File: src/sv/vdss_pkg.sv
// Shared types and constants of the vehicle drive state sequencer.
package vdss_pkg;

  localparam int unsigned MODE_W   = 3;
  localparam int unsigned LEVEL_W  = 12;
  localparam int unsigned DUR_W    = 16;
  localparam int unsigned TIME_W   = 32;
  localparam int unsigned TORQUE_W = 7;
  localparam int unsigned MOTOR_W  = 4;
  localparam int unsigned CFG_IDX_W  = 2;
  localparam int unsigned CFG_DATA_W = 16;
  localparam int unsigned IN_DATA_W  = 72;
  localparam int unsigned OUT_DATA_W = 16;

  localparam logic [MODE_W-1:0] MODE_INIT      = 3'd0;
  localparam logic [MODE_W-1:0] MODE_IDLE      = 3'd1;
  localparam logic [MODE_W-1:0] MODE_PRECHARGE = 3'd2;
  localparam logic [MODE_W-1:0] MODE_ENERGIZED = 3'd3;
  localparam logic [MODE_W-1:0] MODE_BUZZING   = 3'd4;
  localparam logic [MODE_W-1:0] MODE_DRIVE     = 3'd5;
  localparam logic [MODE_W-1:0] MODE_FAULT     = 3'd6;

  localparam logic [CFG_IDX_W-1:0] CFG_BRAKE_ON  = 2'd0;
  localparam logic [CFG_IDX_W-1:0] CFG_BRAKE_OFF = 2'd1;
  localparam logic [CFG_IDX_W-1:0] CFG_BUZZ_DUR  = 2'd2;

  localparam logic [LEVEL_W-1:0]  BRAKE_ON_RST  = 12'd200;
  localparam logic [LEVEL_W-1:0]  BRAKE_OFF_RST = 12'd100;
  localparam logic [DUR_W-1:0]    BUZZ_DUR_RST  = 16'd2000;
  localparam logic [MOTOR_W-1:0]  ALL_MOTORS    = 4'hF;
  localparam logic [TORQUE_W-1:0] TORQUE_MAX    = 7'd100;

  typedef struct packed {
    logic [LEVEL_W-1:0] brake_on_level;
    logic [LEVEL_W-1:0] brake_off_level;
    logic [DUR_W-1:0]   buzz_duration_ms;
  } cfg_t;

  typedef struct packed {
    logic               sdc_closed;
    logic               precharge_done;
    logic               start_pressed;
    logic               start_stale;
    logic [LEVEL_W-1:0] throttle_level;
    logic [LEVEL_W-1:0] brake_level;
    logic               throttle_brake_stale;
    logic [MOTOR_W-1:0] motors_running;
    logic [TIME_W-1:0]  time_ms;
  } item_t;

  typedef struct packed {
    logic [MODE_W-1:0]   current_mode;
    logic [MODE_W-1:0]   pending_mode;
    logic                brake_lamp;
    logic                buzzer_on;
    logic [TORQUE_W-1:0] torque_percent;
    logic                outputs_refreshed;
  } result_t;

endpackage

File: src/sv/vdss_cfg.sv
// Configuration register file of the drive state sequencer.
module vdss_cfg (
  input  logic                                clk,
  input  logic                                rst_n,
  input  logic                                wr_en,
  input  logic [vdss_pkg::CFG_IDX_W-1:0]      wr_idx,
  input  logic [vdss_pkg::CFG_DATA_W-1:0]     wr_data,
  output vdss_pkg::cfg_t                      cfg
);

  vdss_pkg::cfg_t cfg_r;
  vdss_pkg::cfg_t cfg_nxt;

  always_comb begin
    cfg_nxt = cfg_r;
    if (wr_en) begin
      unique case (wr_idx)
        vdss_pkg::CFG_BRAKE_ON:  cfg_nxt.brake_on_level  = wr_data[vdss_pkg::LEVEL_W-1:0];
        vdss_pkg::CFG_BRAKE_OFF: cfg_nxt.brake_off_level = wr_data[vdss_pkg::LEVEL_W-1:0];
        vdss_pkg::CFG_BUZZ_DUR:  cfg_nxt.buzz_duration_ms = wr_data;
        default: ;
      endcase
    end
  end

  always_ff @(posedge clk) begin
    if (!rst_n) begin
      cfg_r.brake_on_level   <= vdss_pkg::BRAKE_ON_RST;
      cfg_r.brake_off_level  <= vdss_pkg::BRAKE_OFF_RST;
      cfg_r.buzz_duration_ms <= vdss_pkg::BUZZ_DUR_RST;
    end else begin
      cfg_r <= cfg_nxt;
    end
  end

  assign cfg = cfg_r;

endmodule

File: src/sv/vdss_core.sv
// Mode sequencing, brake lamp, buzzer timing and torque scaling for one tick.
module vdss_core (
  input  logic             clk,
  input  logic             rst_n,
  input  logic             fire,
  input  vdss_pkg::item_t  item,
  input  vdss_pkg::cfg_t   cfg,
  output vdss_pkg::result_t result
);

  logic [vdss_pkg::MODE_W-1:0]   pending_r, pending_nxt;
  logic                          lamp_r, lamp_nxt;
  logic                          buzzer_r, buzzer_nxt;
  logic [vdss_pkg::TIME_W-1:0]   buzz_start_r, buzz_start_nxt;
  logic [vdss_pkg::TORQUE_W-1:0] torque_r, torque_nxt;

  logic [vdss_pkg::MODE_W-1:0]   cur_mode;
  logic                          start;
  logic [vdss_pkg::TIME_W-1:0]   elapsed;
  logic                          buzz_done;
  logic [18:0]                   scaled;
  logic [6:0]                    quot_lo;
  logic [12:0]                   remain;
  logic [vdss_pkg::TORQUE_W-1:0] torque_calc;

  assign cur_mode  = pending_r;
  assign start     = item.start_pressed & ~item.start_stale;
  assign elapsed   = item.time_ms - buzz_start_r;
  assign buzz_done = elapsed >= {16'd0, cfg.buzz_duration_ms};

  // Divide by 4095 = 4096 - 1: the quotient estimate p >> 12 leaves a remainder of
  // (p mod 4096) + estimate, which stays below twice the divisor, so one correction suffices.
  assign scaled      = ({7'd0, item.throttle_level} << 6) + ({7'd0, item.throttle_level} << 5)
                     + ({7'd0, item.throttle_level} << 2);
  assign quot_lo     = scaled[18:12];
  assign remain      = {1'b0, scaled[11:0]} + {6'd0, quot_lo};
  assign torque_calc = (remain >= 13'd4095) ? quot_lo + 7'd1 : quot_lo;

  always_comb begin
    pending_nxt    = cur_mode;
    lamp_nxt       = lamp_r;
    buzzer_nxt     = buzzer_r;
    buzz_start_nxt = buzz_start_r;
    torque_nxt     = torque_r;
    if (!item.sdc_closed) begin
      pending_nxt = vdss_pkg::MODE_FAULT;
    end else begin
      if (item.brake_level > cfg.brake_on_level) begin
        lamp_nxt = 1'b1;
      end else if (item.brake_level < cfg.brake_off_level) begin
        lamp_nxt = 1'b0;
      end
      unique case (cur_mode)
        vdss_pkg::MODE_INIT: pending_nxt = vdss_pkg::MODE_IDLE;
        vdss_pkg::MODE_IDLE: pending_nxt = vdss_pkg::MODE_PRECHARGE;
        vdss_pkg::MODE_PRECHARGE: begin
          if (item.precharge_done) pending_nxt = vdss_pkg::MODE_ENERGIZED;
        end
        vdss_pkg::MODE_ENERGIZED: begin
          if (start && item.motors_running == vdss_pkg::ALL_MOTORS) begin
            buzz_start_nxt = item.time_ms;
            pending_nxt    = vdss_pkg::MODE_BUZZING;
          end
        end
        vdss_pkg::MODE_BUZZING: begin
          buzzer_nxt = ~buzz_done;
          if (buzz_done) pending_nxt = vdss_pkg::MODE_DRIVE;
        end
        vdss_pkg::MODE_DRIVE: begin
          torque_nxt = item.throttle_brake_stale ? '0 : torque_calc;
          if (start) pending_nxt = vdss_pkg::MODE_IDLE;
        end
        vdss_pkg::MODE_FAULT: pending_nxt = vdss_pkg::MODE_IDLE;
        default: pending_nxt = vdss_pkg::MODE_FAULT;
      endcase
    end
  end

  always_ff @(posedge clk) begin
    if (!rst_n) begin
      pending_r    <= vdss_pkg::MODE_INIT;
      lamp_r       <= 1'b0;
      buzzer_r     <= 1'b0;
      buzz_start_r <= '0;
      torque_r     <= '0;
    end else if (fire) begin
      pending_r    <= pending_nxt;
      lamp_r       <= lamp_nxt;
      buzzer_r     <= buzzer_nxt;
      buzz_start_r <= buzz_start_nxt;
      torque_r     <= torque_nxt;
    end
  end

  always_comb begin
    result.current_mode      = cur_mode;
    result.pending_mode      = pending_nxt;
    result.brake_lamp        = lamp_nxt;
    result.buzzer_on         = buzzer_nxt;
    result.torque_percent    = torque_nxt;
    result.outputs_refreshed = item.sdc_closed;
  end

  a_fault_on_open: assert property (@(posedge clk) disable iff (!rst_n)
    fire && !item.sdc_closed |=> pending_r == vdss_pkg::MODE_FAULT)
    else $error("open shutdown circuit did not select fault");

  a_torque_range: assert property (@(posedge clk) disable iff (!rst_n)
    torque_r <= vdss_pkg::TORQUE_MAX)
    else $error("torque request above full scale");

  a_torque_held: assert property (@(posedge clk) disable iff (!rst_n)
    fire && !(item.sdc_closed && cur_mode == vdss_pkg::MODE_DRIVE) |=> $stable(torque_r))
    else $error("torque changed outside drive");

  a_drive_quiet: assert property (@(posedge clk) disable iff (!rst_n)
    pending_r == vdss_pkg::MODE_DRIVE |-> !buzzer_r)
    else $error("buzzer still on when drive is pending");

endmodule

File: src/sv/vehicle_drive_state_sequencer_top.sv
// Top level of the vehicle drive state sequencer: stream ports, input and result registers.
// The input register takes each accepted item; the result register and the mode, lamp, buzzer
// and torque state are loaded from it when the output side can take it (no out_tready stall).
// Throughput: one item per cycle while out_tready does not stall the result register.
// Reset (rst_n, synchronous, active low) returns the mode to init, clears lamp, buzzer,
// buzz start time and torque, restores the registers to their defaults and empties both stages.
module vehicle_drive_state_sequencer_top (
  input  logic                                clk,
  input  logic                                rst_n,
  input  logic                                in_tvalid,
  output logic                                in_tready,
  // sdc_closed, precharge_done, start_pressed, start_stale, throttle_level[11:0],
  // brake_level[11:0], throttle_brake_stale, motors_running[3:0], time_ms[31:0], zero fill
  input  logic [vdss_pkg::IN_DATA_W-1:0]      in_tdata,
  output logic                                out_tvalid,
  input  logic                                out_tready,
  // current_mode[2:0], pending_mode[2:0], brake_lamp, buzzer_on, torque_percent[6:0],
  // outputs_refreshed
  output logic [vdss_pkg::OUT_DATA_W-1:0]     out_tdata,
  input  logic                                cfg_valid,
  output logic                                cfg_ready,
  input  logic [vdss_pkg::CFG_IDX_W-1:0]      cfg_index,
  input  logic [vdss_pkg::CFG_DATA_W-1:0]     cfg_data
);

  logic                            in_valid_r;
  vdss_pkg::item_t                 item_r;
  vdss_pkg::item_t                 item_nxt;
  logic                            out_valid_r;
  logic [vdss_pkg::OUT_DATA_W-1:0] out_data_r;
  logic [vdss_pkg::OUT_DATA_W-1:0] out_data_nxt;
  logic                            out_load;
  logic                            fire;
  logic                            in_take;
  vdss_pkg::cfg_t                  cfg;
  vdss_pkg::result_t               result;

  assign out_load  = ~out_valid_r | out_tready;
  assign fire      = in_valid_r & out_load;
  assign in_tready = ~in_valid_r | out_load;
  assign in_take   = in_tvalid & in_tready;
  assign cfg_ready = 1'b1;

  always_comb begin
    item_nxt.sdc_closed           = in_tdata[0];
    item_nxt.precharge_done       = in_tdata[1];
    item_nxt.start_pressed        = in_tdata[2];
    item_nxt.start_stale          = in_tdata[3];
    item_nxt.throttle_level       = in_tdata[15:4];
    item_nxt.brake_level          = in_tdata[27:16];
    item_nxt.throttle_brake_stale = in_tdata[28];
    item_nxt.motors_running       = in_tdata[32:29];
    item_nxt.time_ms              = in_tdata[64:33];
  end

  assign out_data_nxt = {result.outputs_refreshed, result.torque_percent, result.buzzer_on,
                         result.brake_lamp, result.pending_mode, result.current_mode};

  vdss_cfg u_cfg (
    .clk     (clk),
    .rst_n   (rst_n),
    .wr_en   (cfg_valid),
    .wr_idx  (cfg_index),
    .wr_data (cfg_data),
    .cfg     (cfg)
  );

  vdss_core u_core (
    .clk    (clk),
    .rst_n  (rst_n),
    .fire   (fire),
    .item   (item_r),
    .cfg    (cfg),
    .result (result)
  );

  always_ff @(posedge clk) begin
    if (!rst_n) begin
      in_valid_r  <= 1'b0;
      out_valid_r <= 1'b0;
    end else begin
      if (in_tready) in_valid_r <= in_tvalid;
      if (out_load)  out_valid_r <= in_valid_r;
    end
  end

  always_ff @(posedge clk) begin
    if (in_take) item_r <= item_nxt;
    if (fire)    out_data_r <= out_data_nxt;
  end

  assign out_tvalid = out_valid_r;
  assign out_tdata  = out_data_r;

endmodule

File: config.mk
export PLATFORM = sky130hd
export DESIGN_NAME = vehicle_drive_state_sequencer_top
export DESIGN_NICKNAME = d
export VERILOG_FILES = /design/src/sv/vdss_pkg.sv /design/src/sv/vdss_cfg.sv /design/src/sv/vdss_core.sv /design/src/sv/vehicle_drive_state_sequencer_top.sv
export SDC_FILE = /design/constraint.sdc
export NUM_CORES = 1
export LEC_CHECK = 0
export BUFFER_PORTS_ARGS = -buffer_cell sky130_fd_sc_hd__clkbuf_2
export CAP_MARGIN = 20
export CORE_ASPECT_RATIO = 1.5
export CORE_MARGIN = 5
export CORE_UTILIZATION = 35
export CTS_BUF_LIST = sky130_fd_sc_hd__clkbuf_2
export DETAILED_ROUTE_END_ITERATION = 8
export SLEW_MARGIN = 25
export SYNTH_ARGS = -nofsm -noshare
export SYNTH_HDL_FRONTEND = slang
export SYNTH_HIERARCHICAL = 1
export SYNTH_SLANG_ARGS = --single-unit
File: constraint.sdc
create_clock -name clk -period 8.7 [get_ports clk]
set_input_delay 0.435 -clock clk [delete_from_list [all_inputs] [get_ports clk]]
set_output_delay 0.435 -clock clk [all_outputs]
set_load 0.005 [all_outputs]
==> results of run 1 <==
## metrics by stage
| stage | utilization [%] | power, uW | area (um2) |
|---|---|---|---|
| global placement | 38.03 | 1299 | 11140 |
| detailed placement | 38.03 | 1304 | 11140 |
| global route | 41.92 | 1833 | 12280 |
| CTS | 41.81 | 1752 | 12250 |
| floorplan | - | 1195 | 10280 |
| finish | 41.92 | 1724 | 12280 |
## cells by family (layout without fill, tap and decap cells)
logic type / count (synthesis) / in the layout
other: 1 / 3
flip-flops: 167 / 167
XOR/XNOR: 31 / 31
multiplexers: 37 / 37
adder cells (fa/ha/maj): 103 / 103
AO/OA/AOI/OAI: 270 / 270
AND/OR/NAND/NOR: 330 / 330
buffers and inverters: 156 / 343
## flip-flops by register name (all words and copies together) (netlist names)
| signal | count |
|---|---|
| in_valid_r | 1 |
| item_r | 65 |
| out_tdata | 16 |
| out_tvalid | 1 |
| u_cfg/cfg | 40 |
| u_core/buzz_start_r | 32 |
| u_core/buzzer_r | 1 |
| u_core/cur_mode | 3 |
| u_core/lamp_r | 1 |
| u_core/torque_r | 7 |
## power groups by stage
| stage | sequential (uW) | combinational, uW | clock, uW |
|---|---|---|---|
| floorplan | 890 | 305 | 0 |
| global placement | 898 | 401 | 0 |
| detailed placement | 899 | 405 | 0 |
| CTS | 882 | 440 | 429 |
| global route | 886 | 493 | 455 |
| finish | 881 | 440 | 403 |
## routing by layer
layer | routed length (um) | share of wire, %
met1 | 10230 | 40
met4 | 892 | 3.5
met5 | 0 | 0
met2 | 13550 | 53
met3 | 702 | 2.8
## path summary, 6_finish.rpt
check,startpoint,to,slack [ps],cells after the start
max reg2reg,item_r[50],out_tdata[14],3020,19
min,rst_n,u_cfg/cfg[18],210,3
min reg2reg,u_core/buzz_start_r[10],u_core/buzz_start_r[10],470,2
max,item_r[50],out_tdata[14],3020,19
## synthesized netlist by cell type, types with 6 or more instances
master and count:
o31ai_1 13, nor4_1 6, nor2b_1 12, edfxtp_1 81
or3_1 11, and3_1 11, fa_1 11, nor2_1 33
ha_1 92, xnor2_1 21, and2_1 9, nand4_1 20
a211oi_1 9, mux2i_1 37, a21o_1 30, nand3_1 15
clkbuf_1 22, o21ai_0 34, nand2_1 154, o21a_1 8
a21oi_1 87, nor3_1 15, nand2b_1 6, buf_4 6
buf_2 15, inv_1 109, xor2_1 10, dfxtp_1 86
nand4b_1 7, o211ai_1 21, o21ai_1 9
## layout make-up
type                            count  area [um2]
Antenna cell                        2       5.005
Clock buffer                       20       100.1
Clock inverter                     12       117.6
Fill cell                        2950       17010
Inverter                          111       416.7
Multi-Input combinational cell    772        5509
Sequential cell                   167        4154
Tap cell                          395       494.2
Timing Repair Buffer              200        1481
## worst reg2reg max path, cell delays in order (launching register included)
cell and delay, ps:
edfxtp_1 580, fa_1 500, ha_1 240, fa_1 410, a21o_1 210, a21oi_2 250
o21bai_2 120, a2111oi_4 440, nor4_1 130, nor3_1 520, inv_1 120, ha_1 340
a21o_1 160, a21oi_1 220, xnor2_1 140, and4_1 260, and3_1 180, o2111ai_1 190
o31a_1 300, o31ai_1 240
==> key figures, run 1 <==
Yosys
  • Synth Instances: 1095
  • Syn. warnings: 6
  • Post-Synth XOR/XNOR Area: 2.640%
  • EDFF count, synth: 81
  • Top post-synthesis cells by area: edfxtp_1 (24%), dfxtp_1 (17%), ha_1 (11%)
  • Dominant synthesized flop cell: dfxtp_1
  • Cell variety after synth: 82
  • Asr flop ratio synth: 0%
  • #FFs+latches synth: 167
  • Synth Area in Compound Gates: 17.64%
  • Cell Area, Synth: 0.01028 mm2
  • Largest family of logic cells by synthesized area: compound AO/OA/AOI/OAI gates
  • Syn Area/Cell: 9.393 um2
  • Simple-Gate Fraction of Synth Area: 16.12%
  • Syn_nets: 1293
  • Mux cell area share after synthesis: 3.601%
  • Synth Area in Adders: 13.33%
  • Register area share after synthesis: 40.39%
  • Share of the synthesized area in the top cell type: 23.65%
  • Largest area contributor in the netlist: edfxtp_1

STA
  • Final slew viol count: 0
  • Max Freq: 176.0 MHz
  • Final hold slack: 214.8 ps
  • Slew HR: 48.99%
  • Final cycle utilization of the critical path: 65.31%
  • Fin. Hold Viols: 0
  • Setup TNS: 0 ps
  • Fin worst setup slack: 3018 ps
  • Clk_skew: 40.43 ps
  • Tmin final: 5682 ps
  • Final setup fails: 0
  • Unrepaired setup endpoints after global routing: no
  • Worst slew pin tran: 765.1 ps

Critical path
  • Max stage delay cell, worst path: edfxtp_1
  • Kind of end point of the critical path: register
  • Crit Path Max Fanout: 5
  • Cell family with most CP delay: compound AO/OA/AOI/OAI gates
  • Crit path DAT: 6380 ps
  • Worst setup SP type: register
  • WP buf/inv: 1
  • Worst EP required: 9400 ps
  • CP Class: reg -> reg
  • CP Cell Sequence: fa_1 -> ha_1 -> fa_1 -> a21o_1 -> a21oi_2 -> o21bai_2 -> a2111oi_4 -> nor4_1 -> nor3_1 -> inv_1 -> ha_1 -> a21o_1 -> a21oi_1 -> xnor2_1 -> and4_1 -> and3_1 -> o2111ai_1 -> o31a_1 -> o31ai_1
  • Crit-path max cell delay: 580 ps

Clocking
  • Clock Latency Late Sink: 830 ps
  • CTS sink cnt: 167
  • H-tree levels: 4
  • Post-CTS sizing: 0
  • Root buf cell: clkbuf_2
  • CTS tree: built
  • CTS hold repair buffers: 89
  • CTS buffer count: 17
  • Clock buffer depth: 2
  • CTS clock-pin slew for the worst setup and hold paths: 270 ps
  • Setup Buffers After CTS: 0

Floorplanning
  • Die height: 220.0 um
  • Die area: 0.03298 mm2
  • Num rows: 77
  • IO Count: 114
  • Initial Util: 35.12%
  • Die width: 150.0 um
  • Core area: 0.02929 mm2

Power
  • Clock Power Share: 23.4%
  • Sw frac: 32.15%
  • Power per cell area: 140.4 mW/mm2
  • P_leak: 0.005003 uW
  • Worst VDD drop: 0.09055 mV
  • Switch Pwr: 554.1 uW
  • Sequential Power Share: 51.1%
  • Comb pwr share: 25.5%
  • P_int: 1170 uW

Routing
  • DRC errors left: 0
  • DRT Wirelength: 25370 um
  • Iteration count of the initial detailed-routing pass: 5
  • Iteration-0 DRC Markers: 335
  • Wire per inst: 15.11 um
  • Vias per Instance: 5.032
  • Via count of the routed design: 8448
  • Final ANT Viol Nets: 0

Outcome
  • Status: completed

GRT
  • Routing usage on met3: 2.345%
  • Met1 Use GR: 16.74%
  • Busiest layer in global routing: met2
  • Vias in the first global route: 8385
  • Total track usage: 15.72%
  • GR Overflow Total: 0
  • First-pass GRT wire length: 40970 um
  • Met2 Use GR: 29.66%
  • Antenna violations before repair: 2
  • Largest net degree at the start of global routing: 71

Finish
  • Share of cells above drive strength 1: 12.87%
  • Commonest non-fill, non-tap cell in the layout: nand2_1
  • Layout Nets: 1467
  • Non-Filler Instances: 1679
  • Most frequent cells in the layout: nand2_1 (154), clkbuf_2 (125), inv_1 (109), ha_1 (92), dlygate4sd3_1 (89)
  • Area Growth Syn to Fin: 19.38%

Placed design
  • Post-Place Cells: 1555
  • RePlAce Congestion: 0.8799
  • Port Buf Inserts: 105
  • DP HPWL: 19140 um
  • Pre-CTS worst setup slack: 3000 ps

Job
  • Max-Cap Viols: 0

Hold path
  • Worst Hold Class: in -> reg
Note: power is estimated with default switching activity, not from simulation.
==> run 2, diff against run 1 <==
- clock period: 8.7 -> 5.1 ns (I/O delays scaled with it)
==> key figures, run 2 (synthesized netlist as in run 1, its figures left out) <==
Power
  • Worst VDD drop: 0.1830 mV
  • P_leak: 0.005293 uW
  • Power per cell area: 243.6 mW/mm2

Clocking
  • Clock buffer depth: 2
  • CTS tree: built
  • CTS clock-pin slew for the worst setup and hold paths: 270 ps
  • Root buf cell: clkbuf_2
  • H-tree levels: 4
  • CTS sink cnt: 167
  • CTS buffer count: 17
  • Clock Latency Late Sink: 840 ps

STA
  • Unrepaired setup endpoints after global routing: yes
  • Final setup fails: 0
  • Slew HR: 46.98%
  • Fin worst setup slack: 36.58 ps
  • Fin. Hold Viols: 0
  • Worst slew pin tran: 795.3 ps
  • Clk_skew: 35.32 ps
  • Final cycle utilization of the critical path: 99.28%
  • Max Freq: 197.5 MHz
  • Tmin final: 5063 ps
  • Final slew viol count: 0

Critical path
  • CP Cell Sequence: fa_1 -> ha_2 -> fa_2 -> a21o_1 -> a21oi_4 -> o21bai_4 -> a2111oi_4 -> buf_4 -> buf_4 -> nor3_1 -> and2b_1 -> ha_2 -> fa_2 -> a21o_1 -> a21oi_2 -> xnor2_1 -> and4_4 -> and3_4 -> o2111ai_4 -> o31a_1 -> o31ai_2
  • CP Class: reg -> reg
  • Worst EP required: 5780 ps
  • Max stage delay cell, worst path: edfxtp_1
  • Worst setup SP type: register
  • Crit path DAT: 5750 ps
  • Crit-path max cell delay: 490 ps
  • Crit Path Max Fanout: 4
  • Kind of end point of the critical path: register

Routing
  • Final ANT Viol Nets: 0
  • Vias per Instance: 4.989
  • Via count of the routed design: 8656
  • Routed length on met2: 14300 um
  • Max layer used: met4
  • Iteration-0 DRC Markers: 312
  • Wire per inst: 15.27 um
  • DRC errors left: 0
  • DRT met1 WL: 10740 um
  • DRT Wirelength: 26500 um
  • Metal3 WL: 726 um
  • Iteration count of the initial detailed-routing pass: 4

Finish
  • Layout Nets: 1523
  • Area Growth Syn to Fin: 26.10%
  • Top reg by flops: item_r
  • Most frequent cells in the layout: nand2_1 (154), clkbuf_2 (123), dlygate4sd3_1 (113), inv_1 (108), ha_1 (87)
  • Commonest non-fill, non-tap cell in the layout: nand2_1
  • Layout Utilization: 44.28%
  • Max reg flops: 65
  • Share of cells above drive strength 1: 17.04%
  • Filler Cell Count: 2962

Floorplanning
  • Die area: 0.03298 mm2
  • Num rows: 77
  • Core area: 0.02929 mm2
  • Initial Util: 35.12%
  • IO Count: 114
  • Die width: 150.0 um
  • Die height: 220.0 um

Placed design
  • RePlAce Congestion: 0.8551
  • Port Buf Inserts: 105
  • DP HPWL: 19190 um
  • Pre-CTS worst setup slack: -89.94 ps

Outcome
  • Status: completed

GRT
  • Total track usage: 16.25%
  • Largest net degree at the start of global routing: 70
  • Antenna violations before repair: 1
  • Vias in the first global route: 8584
  • GR Overflow Total: 0
  • First-pass GRT wire length: 42260 um

Job
  • Max-Cap Viols: 0

Hold path
  • Worst Hold Class: in -> reg
run 2: metrics by stage:
step | TNS [ps] | area, um2 | hold WS (ps) | cells | power [uW]
6_report | 0 | 12970 | 105.7 | 1735 | 3159
3_5_place_dp | -277.6 | 11300 | 433.6 | 1576 | 2288
2_1_floorplan | 0 | 10290 | 353.9 | 1095 | 2042
3_3_place_gp | -47.47 | 11300 | 431.4 | 1576 | 2278
4_1_cts | 0 | 12730 | 0.5736 | 1724 | 3124
5_1_grt | -1760 | 12970 | 6.021 | 1735 | 3357
run 2: worst paths after layout:
check	slack, ps	from	cells past startpoint	endpoint
worst max-delay path	40	item_r[49]	21	out_tdata[14]
worst min-delay path	110	in_tdata[6]	2	item_r[51]
worst max register to register	40	item_r[49]	21	out_tdata[14]
worst min register to register	470	u_core/buzz_start_r[10]	2	u_core/buzz_start_r[10]
run 2: worst max-delay path, delay by kind of cell (launching register included):
family	cells	cell delay, ps
AO/OA/AOI/OAI	9	1740
XOR/XNOR	1	150
adder cells (fa/ha/maj)	5	1450
buffers and inverters	2	290
flip-flops	1	490
AND/OR/NAND/NOR	4	780
run 2: final cells by class:
class | instances | area, um2 | area share [%]
multi-input combinational | 772 | 5718 | 44.09
timing repair buffer | 256 | 1942 | 14.97
clock inverter | 14 | 148.9 | 1.148
tap | 395 | 494.2 | 3.811
antenna | 2 | 5.005 | 0.03859
sequential | 167 | 4154 | 32.03
inverter | 111 | 416.7 | 3.213
clock buffer | 18 | 90.09 | 0.6946
run 2: routing by layer:
metal / vias up / track usage [%]
met1: 4104 / 17.69
met5: - / 0
met2: 128 / 30.83
met3: 39 / 2.448
li1: 4385 / -
met4: 0 / 6.929
run 2: power by group:
part / switching (uW) / total, uW / internal, uW
clock network: 495 / 728 / 233
registers: 37.4 / 1500 / 1460
logic: 489 / 929 / 440
run 2: what timing repair did:
action                                  4_1_cts  5_1_grt
setup buffers                                 3        9
pin swaps                                     4       24
hold endpoints to repair                    165        0
endpoints found under the setup margin        9       15
gates resized for setup                       8       29
cloned                                        0        0
hold buffers                                113        0
==> run 3, diff against run 2 <==
- CORE_UTILIZATION: 35 -> 45
- clock period: 5.1 -> 5.4 ns (I/O delays scaled with it)
==> key figures, run 3 (synthesized netlist as in run 1, its figures left out) <==
Critical path
  • CP Cell Sequence: fa_1 -> ha_1 -> fa_2 -> a21o_1 -> a21oi_2 -> o21bai_2 -> a2111oi_4 -> buf_4 -> o31ai_1 -> a2111o_1 -> o211ai_1 -> inv_1 -> ha_2 -> xnor2_1 -> nor3_1 -> and4_4 -> and3_4 -> o2111ai_2 -> o31a_1 -> o31ai_1
  • Crit path DAT: 5780 ps
  • Crit-path max cell delay: 500 ps
  • Max stage delay cell, worst path: edfxtp_1
  • Worst reg2reg path startpoint: item_r[50]
  • Worst EP required: 6000 ps
  • Cell family with most CP delay: compound AO/OA/AOI/OAI gates
  • Crit Path Max Fanout: 4
  • Most used cell, CP: o31ai_1
  • Kind of end point of the critical path: register
  • WP buf/inv: 2
  • Worst setup SP type: register
  • CP Class: reg -> reg
  • CP startpoint: item_r[50]

STA
  • Max Freq: 193.2 MHz
  • Clk_skew: 37.72 ps
  • Slew HR: 50.15%
  • Final slew viol count: 0
  • Worst slew pin tran: 747.7 ps
  • Tmin final: 5176 ps
  • Final cycle utilization of the critical path: 95.85%
  • Final hold slack: 179.4 ps
  • Final setup fails: 0
  • Fin worst setup slack: 224.3 ps
  • Fin. Hold Viols: 0

Routing
  • Final ANT Viol Nets: 0
  • DRC errors left: 0
  • Vias per Instance: 5.390
  • DRT Wirelength: 25330 um
  • Iteration count of the initial detailed-routing pass: 4
  • Via count of the routed design: 8468
  • Wire per inst: 16.12 um
  • Iteration-0 DRC Markers: 375

Floorplanning
  • Num rows: 67
  • Core area: 0.02247 mm2
  • Initial Util: 45.78%
  • Die width: 133.4 um
  • IO Count: 114
  • Die area: 0.02604 mm2
  • Die height: 195.2 um

GRT
  • Antenna violations before repair: 1
  • Largest net degree at the start of global routing: 70
  • GR Overflow Total: 0
  • Vias in the first global route: 8473
  • Total track usage: 19.26%
  • First-pass GRT wire length: 40770 um

Power
  • Worst VDD drop: 0.1393 mV
  • P_leak: 0.005068 uW
  • Power per cell area: 234.6 mW/mm2
  • Total power: 2886 uW

Clocking
  • Clock buffer depth: 2
  • CTS buffer count: 17
  • Clock Latency Late Sink: 780 ps
  • CTS sink cnt: 167
  • CTS tree: built
  • H-tree levels: 4
  • Root buf cell: clkbuf_2
  • CTS clock-pin slew for the worst setup and hold paths: 270 ps

Finish
  • Filler Cell Count: 2084
  • Layout Utilization: 54.74%
  • Top reg by flops: item_r
  • Share of cells above drive strength 1: 14.45%
  • Max reg flops: 65
  • Area Growth Syn to Fin: 19.57%
  • Non-Filler Instances: 1571
  • Most frequent cells in the layout: nand2_1 (154), clkbuf_2 (122), inv_1 (109), dlygate4sd3_1 (91), ha_1 (90)
  • Commonest non-fill, non-tap cell in the layout: nand2_1
  • Layout Nets: 1479

Placed design
  • RePlAce Congestion: 0.9230
  • Post-Place Cells: 1443
  • Pre-CTS worst setup slack: 19.99 ps
  • DP HPWL: 18990 um
  • Port Buf Inserts: 105

Job
  • Max-Cap Viols: 0

Hold path
  • Hold Startpoint: in_tdata[36]
  • Worst Hold Class: in -> reg

Outcome
  • Status: completed
-- run 3: changes by cell type in the layout (fill, tap and decap cells not counted), moves of 3 or more --
cell	delta
a211oi_2	-3
dlygate4sd3_1	-22
buf_4	-22
a211oi_1	+3
ha_1	+3
-- run 3: area by class of cell --
| cell class | instances | area [um2] | area share (%) |
|---|---|---|---|
| tap | 276 | 345.3 | 2.808 |
| antenna | 1 | 2.502 | 0.02035 |
| multi-input combinational | 772 | 5573 | 45.32 |
| timing repair buffer | 212 | 1556 | 12.66 |
| clock inverter | 15 | 165.2 | 1.343 |
| sequential | 167 | 4154 | 33.78 |
| clock buffer | 17 | 85.08 | 0.6918 |
| inverter | 111 | 416.7 | 3.388 |
-- run 3: per-layer routing --
layer | up-vias | global-route usage (%) | share of wire (%)
li1 | 4296 | - | -
met1 | 3977 | 21.10 | 40
met2 | 150 | 36.38 | 54
met3 | 45 | 3.836 | 3.3
met4 | 0 | 7.015 | 2.6
met5 | - | 0 | 0
-- run 3: what timing repair did --
item	CTS	global route
pin swaps	0	7
buffers inserted	1	3
hold buffers	91	0
hold endpoints to repair	126	0
setup endpoints to repair	1	13
resized for setup	0	14
-- run 3: worst paths after layout --
check / to / slack (ps) / cells past startpoint
min reg2reg: u_core/buzz_start_r[10] / 470 / 2
min: item_r[3] / 180 / 2
max reg2reg: out_tdata[14] / 220 / 20
max: out_tdata[14] / 220 / 20
-- run 3: report_power, final --
part	internal [uW]	total, uW	switching [uW]
clock	226	712	486
combinational	345	755	409
sequential	1380	1420	35.3
-- run 3: through the flow --
| stage | TNS (ps) | area [um2] |
|---|---|---|
| 2_1_floorplan | 0 | 10280 |
| 3_3_place_gp | 0 | 11040 |
| 3_5_place_dp | 0 | 11040 |
| 4_1_cts | 0 | 12210 |
| 5_1_grt | -28.29 | 12300 |
| 6_report | 0 | 12300 |
